File: config.mk
export PLATFORM = sky130hd
export DESIGN_NAME = decimal_square_root
export DESIGN_NICKNAME = d
export VERILOG_FILES = /design/src/rtl/core/dsqrt_pkg.sv /design/src/rtl/core/decimal_square_root.sv
export SDC_FILE = /design/constraint.sdc
export NUM_CORES = 1
export LEC_CHECK = 0
export BUFFER_PORTS_ARGS = -buffer_cell sky130_fd_sc_hd__buf_2
export CAP_MARGIN = 5
export CORE_ASPECT_RATIO = 0.75
export CORE_UTILIZATION = 42
export CTS_CLUSTER_SIZE = 25
export DETAILED_ROUTE_END_ITERATION = 8
export HOLD_SLACK_MARGIN = 0.03
export SETUP_SLACK_MARGIN = 0.4
export SLEW_MARGIN = 20
export SYNTH_ARGS = -nofsm -noshare
export SYNTH_HDL_FRONTEND = slang
export SYNTH_SLANG_ARGS = --single-unit
File: constraint.sdc
create_clock -name clk_i -period 7.9 [get_ports clk_i]
set_input_delay 1.185 -clock clk_i [delete_from_list [all_inputs] [get_ports clk_i]]
set_output_delay 1.185 -clock clk_i [all_outputs]
set_load 0.1 [all_outputs]
File: src/rtl/core/dsqrt_pkg.sv
// Shared widths, reset values and state encoding for the decimal square root block.
`timescale 1ns / 1ps

package dsqrt_pkg;

  // Field widths of the stream payloads.
  localparam int RADICAND_W  = 31;
  localparam int INT_ROOT_W  = 16;
  localparam int SCALED_W    = 36;
  localparam int DIGITS_W    = 3;

  // Packed bus widths, padded to whole bytes.
  localparam int S_TDATA_W   = 32;
  localparam int M_TDATA_W   = 56;

  // Radicand width seen by the integer root unit (two bits per iteration).
  localparam int INT_RAD_W   = 2 * INT_ROOT_W;
  localparam int INT_CNT_W   = 5;

  localparam logic [DIGITS_W-1:0] DIGITS_RESET = 3'd3;

  // Sequencer states, one-hot.
  typedef enum logic [3:0] {
    ST_IDLE  = 4'b0001,
    ST_SCALE = 4'b0010,
    ST_ROOT  = 4'b0100,
    ST_DONE  = 4'b1000
  } state_e;

endpackage

File: src/rtl/core/decimal_square_root.sv
// Top level of the decimal square root: scaling, bit-serial roots and stream ports.
`timescale 1ns / 1ps

// The main root loop, after scaling by 100^d where d is the saturated digit
// count, retires one root bit per cycle; ROOT_W is 36 for MAX_DIGITS = 6.
// A new request is accepted only while the sequencer is idle.
// A finished result waits in the output register while the next request runs.
// Reset is asynchronous and active low; it idles the sequencer, drops the
// output valid and sets the digit count register to 3.
module decimal_square_root #(
  parameter int MAX_DIGITS = 6
) (
  input  logic                             clk_i,
  input  logic                             rst_ni,
  // Configuration: number of decimal fraction digits.
  input  logic                             cfg_wr_en_i,
  input  logic [dsqrt_pkg::DIGITS_W-1:0]   cfg_wr_data_i,
  // Request stream. tdata: [30:0] radicand, [31] zero.
  input  logic                             s_axis_tvalid,
  output logic                             s_axis_tready,
  input  logic [dsqrt_pkg::S_TDATA_W-1:0]  s_axis_tdata,
  // Result stream. tdata: [15:0] integer_root, [51:16] scaled_root, [55:52] zero.
  output logic                             m_axis_tvalid,
  input  logic                             m_axis_tready,
  output logic [dsqrt_pkg::M_TDATA_W-1:0]  m_axis_tdata
);

  // Bits of 100^MAX_DIGITS, from log2(10) ~ 3.322; the product is never an integer.
  localparam int SCALE_BITS = (2 * MAX_DIGITS * 3322 + 999) / 1000;
  localparam int RAW_W      = dsqrt_pkg::RADICAND_W + SCALE_BITS;
  // The scaled radicand is padded to an even width so it splits into bit pairs.
  localparam int ROOT_W     = (RAW_W + 1) / 2;
  localparam int RAD_W      = 2 * ROOT_W;
  localparam int REM_W      = ROOT_W + 1;
  localparam int ROOT_CNT_W = $clog2(ROOT_W + 1);
  localparam int STEP_W     = $clog2(2 * MAX_DIGITS + 2);
  localparam int EXT_W      = (ROOT_W > dsqrt_pkg::SCALED_W) ? ROOT_W : dsqrt_pkg::SCALED_W;

  localparam int IROOT_W    = dsqrt_pkg::INT_ROOT_W;
  localparam int IRAD_W     = dsqrt_pkg::INT_RAD_W;
  localparam int IREM_W     = IROOT_W + 1;

  dsqrt_pkg::state_e state_q, state_d;

  logic [dsqrt_pkg::DIGITS_W-1:0] digits_q;

  // Main unit: the radicand shift register first scales by ten each cycle,
  // then feeds two bits per cycle into the partial remainder.
  logic [RAD_W-1:0]      rad_q, rad_d;
  logic [REM_W-1:0]      rem_q, rem_d;
  logic [ROOT_W-1:0]     root_q, root_d;
  logic [STEP_W-1:0]     step_q, step_d;
  logic [ROOT_CNT_W-1:0] root_cnt_q, root_cnt_d;

  // Integer root unit: the same bit-serial loop on the bare radicand.
  logic [IRAD_W-1:0]     irad_q, irad_d;
  logic [IREM_W-1:0]     irem_q, irem_d;
  logic [IROOT_W-1:0]    iroot_q, iroot_d;
  logic [dsqrt_pkg::INT_CNT_W-1:0] icnt_q, icnt_d;

  logic                  out_valid_q, out_valid_d;
  logic [dsqrt_pkg::M_TDATA_W-1:0] out_data_q, out_data_d;

  logic                  in_fire;
  logic [STEP_W-1:0]     steps_start;
  logic [ROOT_W+2:0]     rem_sh, trial, diff;
  logic                  take;
  logic [IREM_W+1:0]     irem_sh, itrial, idiff;
  logic                  itake;
  logic [EXT_W-1:0]      root_ext;
  logic                  out_free;

  assign s_axis_tready = (state_q == dsqrt_pkg::ST_IDLE);
  assign in_fire       = s_axis_tvalid && s_axis_tready;
  assign out_free      = !out_valid_q || m_axis_tready;

  // Two scaling steps of ten per decimal digit; counts above the limit saturate.
  always_comb begin
    if (int'(digits_q) > MAX_DIGITS) begin
      steps_start = STEP_W'(2 * MAX_DIGITS);
    end else begin
      steps_start = STEP_W'(2 * int'(digits_q));
    end
  end

  // One restoring square root iteration of the main unit.
  always_comb begin
    rem_sh = {rem_q, rad_q[RAD_W-1 -: 2]};
    trial  = {1'b0, root_q, 2'b01};
    take   = (rem_sh >= trial);
    diff   = rem_sh - trial;
  end

  // One restoring square root iteration of the integer unit.
  always_comb begin
    irem_sh = {irem_q, irad_q[IRAD_W-1 -: 2]};
    itrial  = {1'b0, iroot_q, 2'b01};
    itake   = (irem_sh >= itrial);
    idiff   = irem_sh - itrial;
  end

  assign root_ext = EXT_W'(root_q);

  always_comb begin
    state_d     = state_q;
    rad_d       = rad_q;
    rem_d       = rem_q;
    root_d      = root_q;
    step_d      = step_q;
    root_cnt_d  = root_cnt_q;
    irad_d      = irad_q;
    irem_d      = irem_q;
    iroot_d     = iroot_q;
    icnt_d      = icnt_q;
    out_valid_d = out_valid_q;
    out_data_d  = out_data_q;

    if (out_valid_q && m_axis_tready) begin
      out_valid_d = 1'b0;
    end

    // The integer unit runs its 16 iterations alongside scaling and the main
    // loop; the main loop always lasts at least as long.
    if (icnt_q != '0) begin
      irad_d  = irad_q << 2;
      irem_d  = itake ? idiff[IREM_W-1:0] : irem_sh[IREM_W-1:0];
      iroot_d = {iroot_q[IROOT_W-2:0], itake};
      icnt_d  = icnt_q - 1'b1;
    end

    case (state_q)
      dsqrt_pkg::ST_IDLE: begin
        if (in_fire) begin
          rad_d      = RAD_W'(s_axis_tdata[dsqrt_pkg::RADICAND_W-1:0]);
          rem_d      = '0;
          root_d     = '0;
          step_d     = steps_start;
          root_cnt_d = ROOT_CNT_W'(ROOT_W);
          irad_d     = IRAD_W'(s_axis_tdata[dsqrt_pkg::RADICAND_W-1:0]);
          irem_d     = '0;
          iroot_d    = '0;
          icnt_d     = dsqrt_pkg::INT_CNT_W'(IROOT_W);
          state_d    = (steps_start == '0) ? dsqrt_pkg::ST_ROOT : dsqrt_pkg::ST_SCALE;
        end
      end
      dsqrt_pkg::ST_SCALE: begin
        // Multiply by ten as eight times plus two times.
        rad_d  = (rad_q << 3) + (rad_q << 1);
        step_d = step_q - 1'b1;
        if (step_q == STEP_W'(1)) begin
          state_d = dsqrt_pkg::ST_ROOT;
        end
      end
      dsqrt_pkg::ST_ROOT: begin
        rad_d      = rad_q << 2;
        rem_d      = take ? diff[REM_W-1:0] : rem_sh[REM_W-1:0];
        root_d     = {root_q[ROOT_W-2:0], take};
        root_cnt_d = root_cnt_q - 1'b1;
        if (root_cnt_q == ROOT_CNT_W'(1)) begin
          state_d = dsqrt_pkg::ST_DONE;
        end
      end
      dsqrt_pkg::ST_DONE: begin
        // Hand the result over once the output register is free.
        if (out_free) begin
          out_valid_d = 1'b1;
          out_data_d  = {4'b0000, root_ext[dsqrt_pkg::SCALED_W-1:0], iroot_q};
          state_d     = dsqrt_pkg::ST_IDLE;
        end
      end
      default: begin
        state_d = dsqrt_pkg::ST_IDLE;
      end
    endcase
  end

  always_ff @(posedge clk_i or negedge rst_ni) begin
    if (!rst_ni) begin
      state_q     <= dsqrt_pkg::ST_IDLE;
      digits_q    <= dsqrt_pkg::DIGITS_RESET;
      out_valid_q <= 1'b0;
      step_q      <= '0;
      root_cnt_q  <= '0;
      icnt_q      <= '0;
    end else begin
      state_q     <= state_d;
      out_valid_q <= out_valid_d;
      step_q      <= step_d;
      root_cnt_q  <= root_cnt_d;
      icnt_q      <= icnt_d;
      if (cfg_wr_en_i) begin
        digits_q <= cfg_wr_data_i;
      end
    end
  end

  always_ff @(posedge clk_i) begin
    rad_q      <= rad_d;
    rem_q      <= rem_d;
    root_q     <= root_d;
    irad_q     <= irad_d;
    irem_q     <= irem_d;
    iroot_q    <= iroot_d;
    out_data_q <= out_data_d;
  end

  assign m_axis_tvalid = out_valid_q;
  assign m_axis_tdata  = out_data_q;

endmodule
== Word level (Yosys, flattened, before mapping) ==
Cells that the tools add are included.

* Add/subtract/negate cells: 6
* Order comparisons: 3
* Equal/unequal tests: 10
* Mux-type cells: 34
* Reduce and logical (&&, ||, !) cells: 14

{| class="wikitable"
|+ Operators with widths
! kind !! count
|-
| 72-bit one-hot mux with 3 select lines || 1
|-
| 32-bit two-way mux || 3
|-
| 37-bit two-way mux || 2
|-
| 37-bit one-hot mux with 2 select lines || 1
|-
| 72-bit adder || 1
|-
| 72-bit two-way mux || 1
|-
| 36-bit one-hot mux with 2 select lines || 1
|-
| 17-bit two-way mux || 4
|-
| 16-bit two-way mux || 3
|-
| 39-bit by 38-bit >= comparator with 1-bit output || 1
|-
| 37-bit subtractor || 1
|-
| 36-bit two-way mux || 1
|-
| 4-bit two-way mux || 6
|-
| 19-bit by 18-bit >= comparator with 1-bit output || 1
|-
| 17-bit subtractor || 1
|-
| 4-bit one-hot mux with 4 select lines || 1
|-
| 5-bit two-way mux || 3
|-
| 6-bit one-hot mux with 2 select lines || 1
|-
| 4-bit by 1-bit == test with 1-bit output, second input constant || 2
|-
| 4-bit one-hot mux with 2 select lines || 1
|-
| 2-bit AND reduction || 4
|-
| 6-bit by 1-bit == test with 1-bit output, second input constant || 1
|-
| 6-bit two-way mux || 1
|-
| 2-bit != test, second input constant || 3
|-
| 18 further kinds || 22
|}

* Register bits after elaboration: 285
* Bits of input ports: 40
* Output and inout bits: 58
* Logic and storage cells: 80

== Longest topological paths before layout ==
Gate-level depths: netlist of run 1.

* Depth in word-level cells: 6
* Mapped depth: 15
* Gate-level depth less buffers: 13

== Worst setup path before layout of run 1 ==
No wires, ideal clock.

* Kind: register to register
* Start: register state_q[1]
* End: register rad_q[0], enable pin
* Setup time: 0.526 ns
* Arrival: 5.119 ns
* Required time: 7.374 ns
* Slack: 2.254 ns
* Cell stages (with the launch flop): 5
* Buffers on the path: 1
* Clock period less this slack: 5.646 ns
* Cells stage by stage: dfrtp_1 -> nor4b_1 -> nor2_1 -> clkbuf_1 -> a21oi_1

* Longest elaborated chain between the ends: 4
* Elaborated cells between the ends (all ways): 7
* Classes of those cells: eq/ne (4); reduce/logical (3)

{| class="wikitable"
|+ Ends and longest elaborated chain
! what !! RTL line !! RTL
|-
| start: declaration || decimal_square_root.sv:43 || <nowiki>dsqrt_pkg::state_e state_q, state_d;</nowiki>
|-
| start signal: assignment || decimal_square_root.sv:179 || <nowiki>state_q <= dsqrt_pkg::ST_IDLE;</nowiki>
|-
| start signal: assignment || decimal_square_root.sv:186 || <nowiki>state_q <= state_d;</nowiki>
|-
| 4-bit by 1-bit == test with 1-bit output || decimal_square_root.sv:73, decimal_square_root.sv:131 ||
|-
| 1-bit logical AND || decimal_square_root.sv:74 || <nowiki>assign in_fire = s_axis_tvalid && s_axis_tready;</nowiki>
|-
| 2-bit by 1-bit != test with 1-bit output (no source line) || - ||
|-
| 2-bit AND reduction (no source line) * || - ||
|-
| end signal: assignment || decimal_square_root.sv:198 || <nowiki>rad_q <= rad_d;</nowiki>
|-
| end: declaration || decimal_square_root.sv:49 || <nowiki>logic [RAD_W-1:0] rad_q, rad_d;</nowiki>
|}

Mark *: on every way between the ends. The rest lies on a longest branch, timed or not.
A chain may end at the register's enable or synchronous reset.

== Final worst setup path of run 1 ==
* Start: register rad_q[5]
* End: register rad_q[70] (data pin)

* Longest elaborated chain between the ends: 2

{| class="wikitable"
|+ Ends and longest elaborated chain
! what !! RTL line !! RTL
|-
| 72-bit adder || decimal_square_root.sv:148 || <nowiki>rad_d = (rad_q << 3) + (rad_q << 1);</nowiki>
|-
| 72-bit one-hot mux with 3 select lines || decimal_square_root.sv:131 || <nowiki>case (state_q)</nowiki>
|-
| named net rad_d[70] || decimal_square_root.sv:49 ||
|}

The timed path passes the listed nets, and every way through them passes these cells.

==> flow_summary.ini, run 1 <==
[synth]
synth_edf_count = 197
ys_seq_elements = 285
synth_flop_cell = edfxtp_1
ys_async_sr_fraction_pct = 8.07
yosysWarnings = 0
avgSynthCellArea_sq_um = 9.06
synth_largest_area_cell = edfxtp_1
post-synth-top-area-fraction_pct = 32.6
syn-cell-area_sq_mm = 0.0181
synthCells = 2000
yosysUniqueCellTypes = 90
ys_seq_area_share_pct = 43.0
synthTopCellsByArea = edfxtp_1, ha_1, dfxtp_1

[clock_network]
clock_sinks = 285
holdBufCountCts = 0
root_buffer = clkbuf_16
cts_tree = yes
cts_max_path_buffers = 3
clk_latency_ps = 580
cts_max_level = 1
cts_buffers = 30
cts_resized = 0
clk_pin_slew_ps = 60
postCtsSetupRepairBufs = 0

[die]
core_sq_mm = 0.0423
die_x_um = 242
die_area_sq_mm = 0.0440
start_util_pct = 42.8
die_h_um = 182
row_count = 65
pin_count = 98

[outcome]
status = complete, no violations

[placed_design]
io_buffer_count = 92
dp_cells = 2570
dp_hpwl_mm = 30.1
gp_congestion = 0.904

[drt]
vias_per_cell = 5.54
dr.pass1.iters = 5
wirelength_mm = 42.9
drtIter0Drc = 933
wl_per_cell_um = 16.3
num_vias = 14551
drc = 0
ant_nets = 0

[critical_path]
path_delay_family = compound AO/OA/AOI/OAI gates
r2r-start = rad_q[5]
startpoint = rad_q[5]
ff2ff_setup_slack_ps = 3950
cp-endpoint = rad_q[70]
crit_arrival_ps = 4270
start_kind = flop
cpMostUsedCell = o21ai_0
critPathRequiredTime_ps = 8220
ff2ff_path_depth = 11
crit_type = reg -> reg
crit_chain = ha_1, o211ai_1, o21ai_0, o21ai_0, o21ai_0, o21bai_1, o21ai_0, a32oi_1, a211oi_1, mux2i_1, nand2_1
slowest_delay_ps = 640
cp_slowest_cell = o21ai_0
worstSetupEndpointType = flop
path_depth = 11
cp_max_fo = 4
crit_buf_inv = 0
timing.rr.end = rad_q[70]

[sta]
tightest_slew_ps = 1050
fin_crit_ps = 3950
tns_ps = 0
rsz0062_at_grt = false
maxSlewViolCount = 0
final-setup-viol-count = 0
final_hold_viol_count = 0
relSlewSlack_pct = 30.2
period_share_pct = 50.0
fin_skew_ps = 14.9
max_clock_freq_mhz = 253

[global_route]
antenna_found_initial = 0
overflow = 0
track_usage_pct = 19.3
grt_pass1_vias = 14119
grt_pass1_wl_mm = 71.3
grt_max_degree = 82

[min_path]
min_from = root_ext[27]
min_path_type = reg -> reg

[finish]
layout.cells.non_filler = 2626
final_util_pct = 47.3
area_delta_synth_final_pct = 10.3
layout-drive-gt1-share_pct = 9.67
nNetsFinal = 2203
diodes = 0

[job]
drv_cap = 0
## kinds of logic (layout without fill, tap and decap cells)
| kind of cell | after synthesis | after routing | share of synthesized area [%] |
|---|---|---|---|
| fa+ha+maj | 130 | 130 | 9.02 |
| mux | 10 | 10 | 0.573 |
| buf+inv | 211 | 265 | 4.81 |
| flops | 285 | 285 | 43.0 |
| other cells | 1 | 4 | 0.0207 |
| xor+xnor | 107 | 107 | 5.17 |
| compound gates | 627 | 627 | 22.0 |
| simple gates | 629 | 629 | 15.4 |
## worst register-to-register path, delay by kind of cell, from the launching register on
family / cells / cell delay (ps)
AOI/OAI and AO/OA: 8 / 2590
adders and majority gates: 1 / 380
DFF: 1 / 440
muxes: 1 / 230
and+or+nand+nor: 1 / 60
## state kept, by name, indices dropped and copies added, names as in the netlist
name,count
rad_q,72
m_axis_tdata,52
rem_q,37
root_ext,36
irad_q,32
irem_q,17
iroot_q,16
root_cnt_q,6
icnt_q,5
state_q,4
step_q,4
digits_q,3
m_axis_tvalid,1
## synthesized netlist by cell type (all sizes together), types with 40 or more instances
cell type and instances:
edfxtp 197, dfxtp 65, o21ai 162, ha 129, a31oi 41, nand2 285
a21o 43, nand4 40, xnor2 72, inv 104, nor2 164, a21oi 195
clkbuf 77
## through the flow
step                      worst slack, ps  hold WS [ps]  cell area (sq um)
after CTS                            3950           449              20000
after detailed placement             4000           433              19000
after global placement               4020           433              19000
after floorplan                      2250           426              18100
final                                3950           449              20000
after global routing                 3510           460              20000
## worst min-delay path by stage
stage / endpoint / slack [ps] / cells after the start
2_1_floorplan: m_axis_tdata[16] / 430 / 0
3_3_place_gp: m_axis_tdata[43] / 430 / 0
3_5_place_dp: m_axis_tdata[43] / 430 / 0
4_1_cts: m_axis_tdata[43] / 450 / 0
5_1_grt: m_axis_tdata[33] / 460 / 0
6_report: m_axis_tdata[43] / 450 / 0
## placed cells by master (no fill, tap or decap), drive strengths merged, types with 9 or more instances in the layout
cell    count
nand2     285
clkbuf     34
or3         9
inv       106
a31oi      41
clkinv     14
edfxtp    197
dfrtp      20
a211oi     24
a22oi      26
and2       12
a21oi     195
nor2b      14
nand3      31
xnor2      72
buf       105
nor2      164
nor3       25
o21a       21
o21bai     23
o211ai     16
o31ai      11
o21ai     162
ha        129
dfxtp      65
nand4      40
xor2       35
a21o       43
nand2b     11
## cell type report
cell class / count / area [sq um]
fill: 4071 / 22300
multi-input combinational: 1507 / 9520
sequential: 285 / 7800
clock buffer: 34 / 766
tap: 569 / 712
timing repair buffer: 105 / 558
inverter: 104 / 390
clock inverter: 22 / 254
## routing by layer
metal	track usage (%)	wire, um
met1	29.1	22400
met2	29.4	18000
met3	2.28	1630
met4	4.18	806
met5	0	0
Power of run 1 is left out: the tool's default activity adds up to more than one toggle a clock period on the data nets, which glitch-free logic cannot reach.
==> run 2, diff against run 1 <==
==> constraint.sdc (replaced) <==
create_clock -name clk_i -period 3.2 [get_ports clk_i]
set_input_delay 0.48 -clock clk_i [delete_from_list [all_inputs] [get_ports clk_i]]
set_output_delay 0.48 -clock clk_i [all_outputs]
set_load 0.1 [all_outputs]
==> run 2 against run 1 <==
Compared with the run above: first-iteration DRC count is 7.3% higher; non-clock buffer count is 194 higher; global-route usage is 1.8 points higher; via count is 7.7% higher.
==> flow_summary.ini, run 2 (synthesis results as in run 1) <==
[clock_network]
cts_max_level = 1
clk_pin_slew_ps = 70
cts_max_path_buffers = 3
cts_buffers = 31
clk_latency_ps = 590
clock_sinks = 285
root_buffer = clkbuf_16
cts_tree = yes

[drt]
wirelength_mm = 48.6
vias_per_cell = 5.55
ant_nets = 0
num_vias = 15675
drtIter0Drc = 1001
dr.pass1.iters = 5
wl_per_cell_um = 17.2
drc = 0

[global_route]
antenna_found_initial = 0
overflow = 0
grt_pass1_vias = 15194
grt_max_degree = 82
track_usage_pct = 21.1
grt_pass1_wl_mm = 77.4

[finish]
multi_input_area_sq_mm = 0.0111
nFillCells = 3694
layout_commonest_cell = nand2_1
register_area_sq_mm = 0.00780
area_delta_synth_final_pct = 29.3
mostFrequentLayoutCells = nand2_1, edfxtp_1, buf_4, nor2_1, a21oi_1
largest_register_ffs = 72
regMostFlops = rad_q
diodes = 0
nNetsFinal = 2398
layout-drive-gt1-share_pct = 28.5

[die]
pin_count = 98
die_x_um = 242
row_count = 65
core_sq_mm = 0.0423
die_area_sq_mm = 0.0440
die_h_um = 182
start_util_pct = 42.8

[outcome]
status = complete, no violations

[sta]
max_clock_freq_mhz = 317
holdWs_ps = 122
tightest_slew_ps = 776
final-setup-viol-count = 0
maxSlewViolCount = 0
rsz0062_at_grt = true
fin_crit_ps = 3160
final_hold_viol_count = 0
fin_skew_ps = 14.1
period_share_pct = 98.7
relSlewSlack_pct = 48.2

[placed_design]
gp_congestion = 0.879
io_buffer_count = 92
dp_hpwl_mm = 32.0

[critical_path]
start_kind = flop
critPathRequiredTime_ps = 3510
crit_type = reg -> reg
crit_arrival_ps = 3470
worstSetupEndpointType = flop
cp_max_fo = 3

[min_path]
min_path_type = in -> reg

[job]
drv_cap = 0
-- run 2: cell count changes in the layout (fill, tap and decap cells not counted), sizes merged --
cell	before	now
buf	105	297
bufinv	5	4
clkbuf	34	38
clkinv	14	12
clkinvlp	1	4
dlygate4sd3	0	1
inv	106	105
-- run 2: layout make-up --
cell class | instances | share of cell area [%]
clock buffers | 37 | 3.41
clock inverters | 21 | 0.940
inverters | 104 | 1.69
multi-input cells | 1507 | 47.6
flip-flops and latches | 285 | 33.3
well taps | 569 | 3.04
repair buffers | 299 | 10.0
-- run 2: routing by layer --
layer / wire length (um) / track usage [%] / part of all wire, % / vias to the layer above
met2: 21600 / 33.0 / 44 / 350
met4: 929 / 4.84 / 1.9 / 0
met3: 2240 / 2.35 / 4.6 / 67
li1: - / - / - / 7712
met1: 23900 / 31.1 / 49 / 7546
met5: 0 / 0 / 0 / -
-- run 2: path summary, 6_finish.rpt --
path	start	end	slack [ps]	depth (start not counted)
max in group asynchronous	rst_ni	state_q[0]	2400	2
worst min-delay path	s_axis_tvalid	state_q[0]	120	2
worst max register to register	rad_q[2]	rad_q[59]	40	13
worst min register to register	root_ext[4]	m_axis_tdata[20]	450	0
worst max-delay path	rad_q[2]	rad_q[59]	40	13
min in group asynchronous	rst_ni	digits_q[2]	430	2
-- run 2: timing repair --
item / in CTS / in global routing
gates resized for setup: 193 / 176
cloned: 5 / 1
setup buffers: 69 / 39
hold buffers: 1 / 0
setup endpoints to repair: 95 / 100
hold endpoints to repair: 20 / 0
pin swaps: 83 / 101
-- run 2: worst max-delay path, stage by stage (launching register included) --
cell and delay [ps]:
edfxtp_1 370, ha_2 200, inv_2 40, fa_2 360
nand2b_4 150, a21o_1 200, a211o_1 340, a211oi_2 230
nor2_2 100, o31ai_4 260, a211oi_2 140, o41ai_2 250
xnor2_1 160, o21ai_1 80
-- run 2: metrics by stage --
stage | instances | setup slack [ps] | instance area [sq um] | utilization, % | TNS (ps)
after floorplan | 2003 | 287 | 18300 | - | 0
after global placement | 2649 | 10.9 | 19800 | 46.7 | 0
after detailed placement | 2649 | -21.9 | 19800 | 46.7 | -21.9
after CTS | 2782 | 53.4 | 22300 | 52.8 | 0
after global routing | 2822 | -88.8 | 23400 | 55.4 | -284
final | 2822 | 40.7 | 23400 | 55.4 | 0
Power of run 2 is left out for the same reason.
==> run 3, diff against run 2 <==
--- a/config.mk
+++ b/config.mk
@@ -5,8 +5,9 @@
 export SDC_FILE = /design/constraint.sdc
 export NUM_CORES = 1
 export LEC_CHECK = 0
+export ABC_AREA = 1
 export BUFFER_PORTS_ARGS = -buffer_cell sky130_fd_sc_hd__buf_2
-export CAP_MARGIN = 5
+export CAP_MARGIN = 10
 export CORE_ASPECT_RATIO = 0.75
 export CORE_UTILIZATION = 42
 export CTS_CLUSTER_SIZE = 25
==> constraint.sdc (replaced) <==
create_clock -name clk_i -period 3.2 [get_ports clk_i]
set_input_delay 0.64 -clock clk_i [delete_from_list [all_inputs] [get_ports clk_i]]
set_output_delay 0.64 -clock clk_i [all_outputs]
set_load 0.1 [all_outputs]
==> run 3 against run 2 <==
Compared with the run above: wire length increased by 27%; worst setup slack better by 450 ps; final area shrank 3.2%; clock skew is 3.8 ps higher; core utilization fell by 7.6 points; critical path type unchanged; largest cell class unchanged; highest routed layer is now met5.
==> flow_summary.ini, run 3 <==
[clock_network]
cts_buffers = 31
clock_sinks = 285
cts_max_path_buffers = 3
clk_pin_slew_ps = 60
root_buffer = clkbuf_16
cts_tree = yes
cts_max_level = 1
clk_latency_ps = 620

[synth]
synthCells = 2843
synth_flop_cell = edfxtp_1
yosysWarnings = 0
post-synth-top-area-fraction_pct = 29.3
ys_async_sr_fraction_pct = 8.07
synth_largest_area_cell = edfxtp_1
yosysUniqueCellTypes = 54
synthTopCellsByCount = nand2_1, inv_1, nor2_1
avgSynthCellArea_sq_um = 7.10
ys_seq_area_share_pct = 38.6
synthTopCellsByArea = edfxtp_1, nand2_1, ha_1
synth_edf_count = 197
ys_seq_elements = 285
syn-cell-area_sq_mm = 0.0202
synth.most_common_cell = nand2_1

[drt]
wl_per_cell_um = 17.2
drc = 0
num_vias = 18993
wirelength_mm = 61.9
drtIter0Drc = 1559
ant_nets = 0
dr.pass1.iters = 6
vias_per_cell = 5.27

[finish]
nNetsFinal = 3108
layout-drive-gt1-share_pct = 8.74
regMostFlops = rad_q
final_area_sq_mm = 0.0227
largest_register_ffs = 72
layout_commonest_cell = nand2_1
area_delta_synth_final_pct = 12.3
nFillCells = 4754
final_util_pct = 47.8
mostFrequentLayoutCells = nand2_1, inv_1, nor2_1, a21oi_1, edfxtp_1

[die]
start_util_pct = 42.6
core_sq_mm = 0.0474
die_x_um = 255
pin_count = 98
row_count = 69
die_area_sq_mm = 0.0490
die_h_um = 192

[sta]
rsz0062_at_grt = true
tightest_slew_ps = 818
maxSlewViolCount = 0
tns_ps = 0
final-setup-viol-count = 0
period_share_pct = 84.6
final_hold_viol_count = 0
fin_skew_ps = 18.0
fin_crit_ps = 2710
max_clock_freq_mhz = 369
relSlewSlack_pct = 45.4

[global_route]
track_usage_pct = 25.2
grt_pass1_wl_mm = 95.8
antenna_found_initial = 5
overflow = 0
grt_pass1_vias = 17375
grt_max_degree = 111

[critical_path]
worstSetupEndpointType = flop
critPathRequiredTime_ps = 3570
crit_arrival_ps = 3070
startpoint = root_ext[0]
r2r-start = root_ext[0]
cp_max_fo = 7
start_kind = flop
crit_type = reg -> reg

[min_path]
min_path_type = in -> reg
min_from = cfg_wr_data_i[2]

[placed_design]
place_area_sq_mm = 0.0214
io_buffer_count = 92
gp_congestion = 1.01
dp_hpwl_mm = 47.4

[outcome]
status = complete, no violations

[job]
drv_cap = 0
-- run 3: cells by family after synthesis --
kind of cell	share of synthesized area, %
AO/OA/AOI/OAI	12.7
XOR/XNOR	1.74
adder cells (fa/ha/maj)	8.09
buffers and inverters	9.51
flip-flops	38.6
multiplexers	0.0558
other	0.0186
AND/OR/NAND/NOR	29.3
-- run 3: final timing paths --
path	to	slack [ps]	cells after the start
max	rem_q[25]	490	11
min	digits_q[2]	240	3
max reg2reg	rem_q[25]	490	11
min reg2reg	m_axis_tdata[2]	430	0
max in group asynchronous	digits_q[1]	2260	2
min in group asynchronous	root_cnt_q[1]	570	2
-- run 3: stage by stage --
step           std cells  hold WS, ps  worst slack (ps)
6_report            3606          245               493
5_1_grt             3604          248               364
4_1_cts             3598          218               441
3_5_place_dp        3539          413               372
3_3_place_gp        3539          414               416
2_1_floorplan       2846          344              -153
-- run 3: per-layer routing --
metal	part of all wire (%)	routed length, um	up-vias	track usage, %
met3	9.5	5890	57	6.59
li1	-	-	9480	-
met1	52	32200	8807	40.2
met2	37	22800	647	33.1
met4	1.6	1010	2	4.95
met5	0.021	13	-	0
-- run 3: area by class of cell --
type,instances,area (sq um),area share [%]
multi-input combinational,2078,10700,47.2
sequential,285,7800,34.4
inverter,428,1610,7.10
clock buffer,45,962,4.24
tap,639,800,3.53
timing repair buffer,114,668,2.95
clock inverter,13,124,0.546
antenna,4,10.0,0.0441
-- run 3: what timing repair did --
| action | in CTS | in global routing |
|---|---|---|
| setup buffers | 0 | 3 |
| setup endpoints to repair | 4 | 126 |
| hold buffers | 1 | 0 |
| cloned | 0 | 1 |
| resized for setup | 3 | 38 |
| pin swaps | 0 | 1 |
| endpoints found under the hold margin | 20 | 0 |
-- run 3: worst max-delay path, stage by stage, from the launching register on --
cell and delay (ps):
edfxtp_1 390, inv_1 100, ha_2 430, nand3_2 100, nand2_2 130, a21oi_1 150, o21ai_0 480, nand2_1 310
nand3_1 160, nand2_1 60, o21ai_1 110, inv_1 50
Power of run 3 is left out for the same reason.
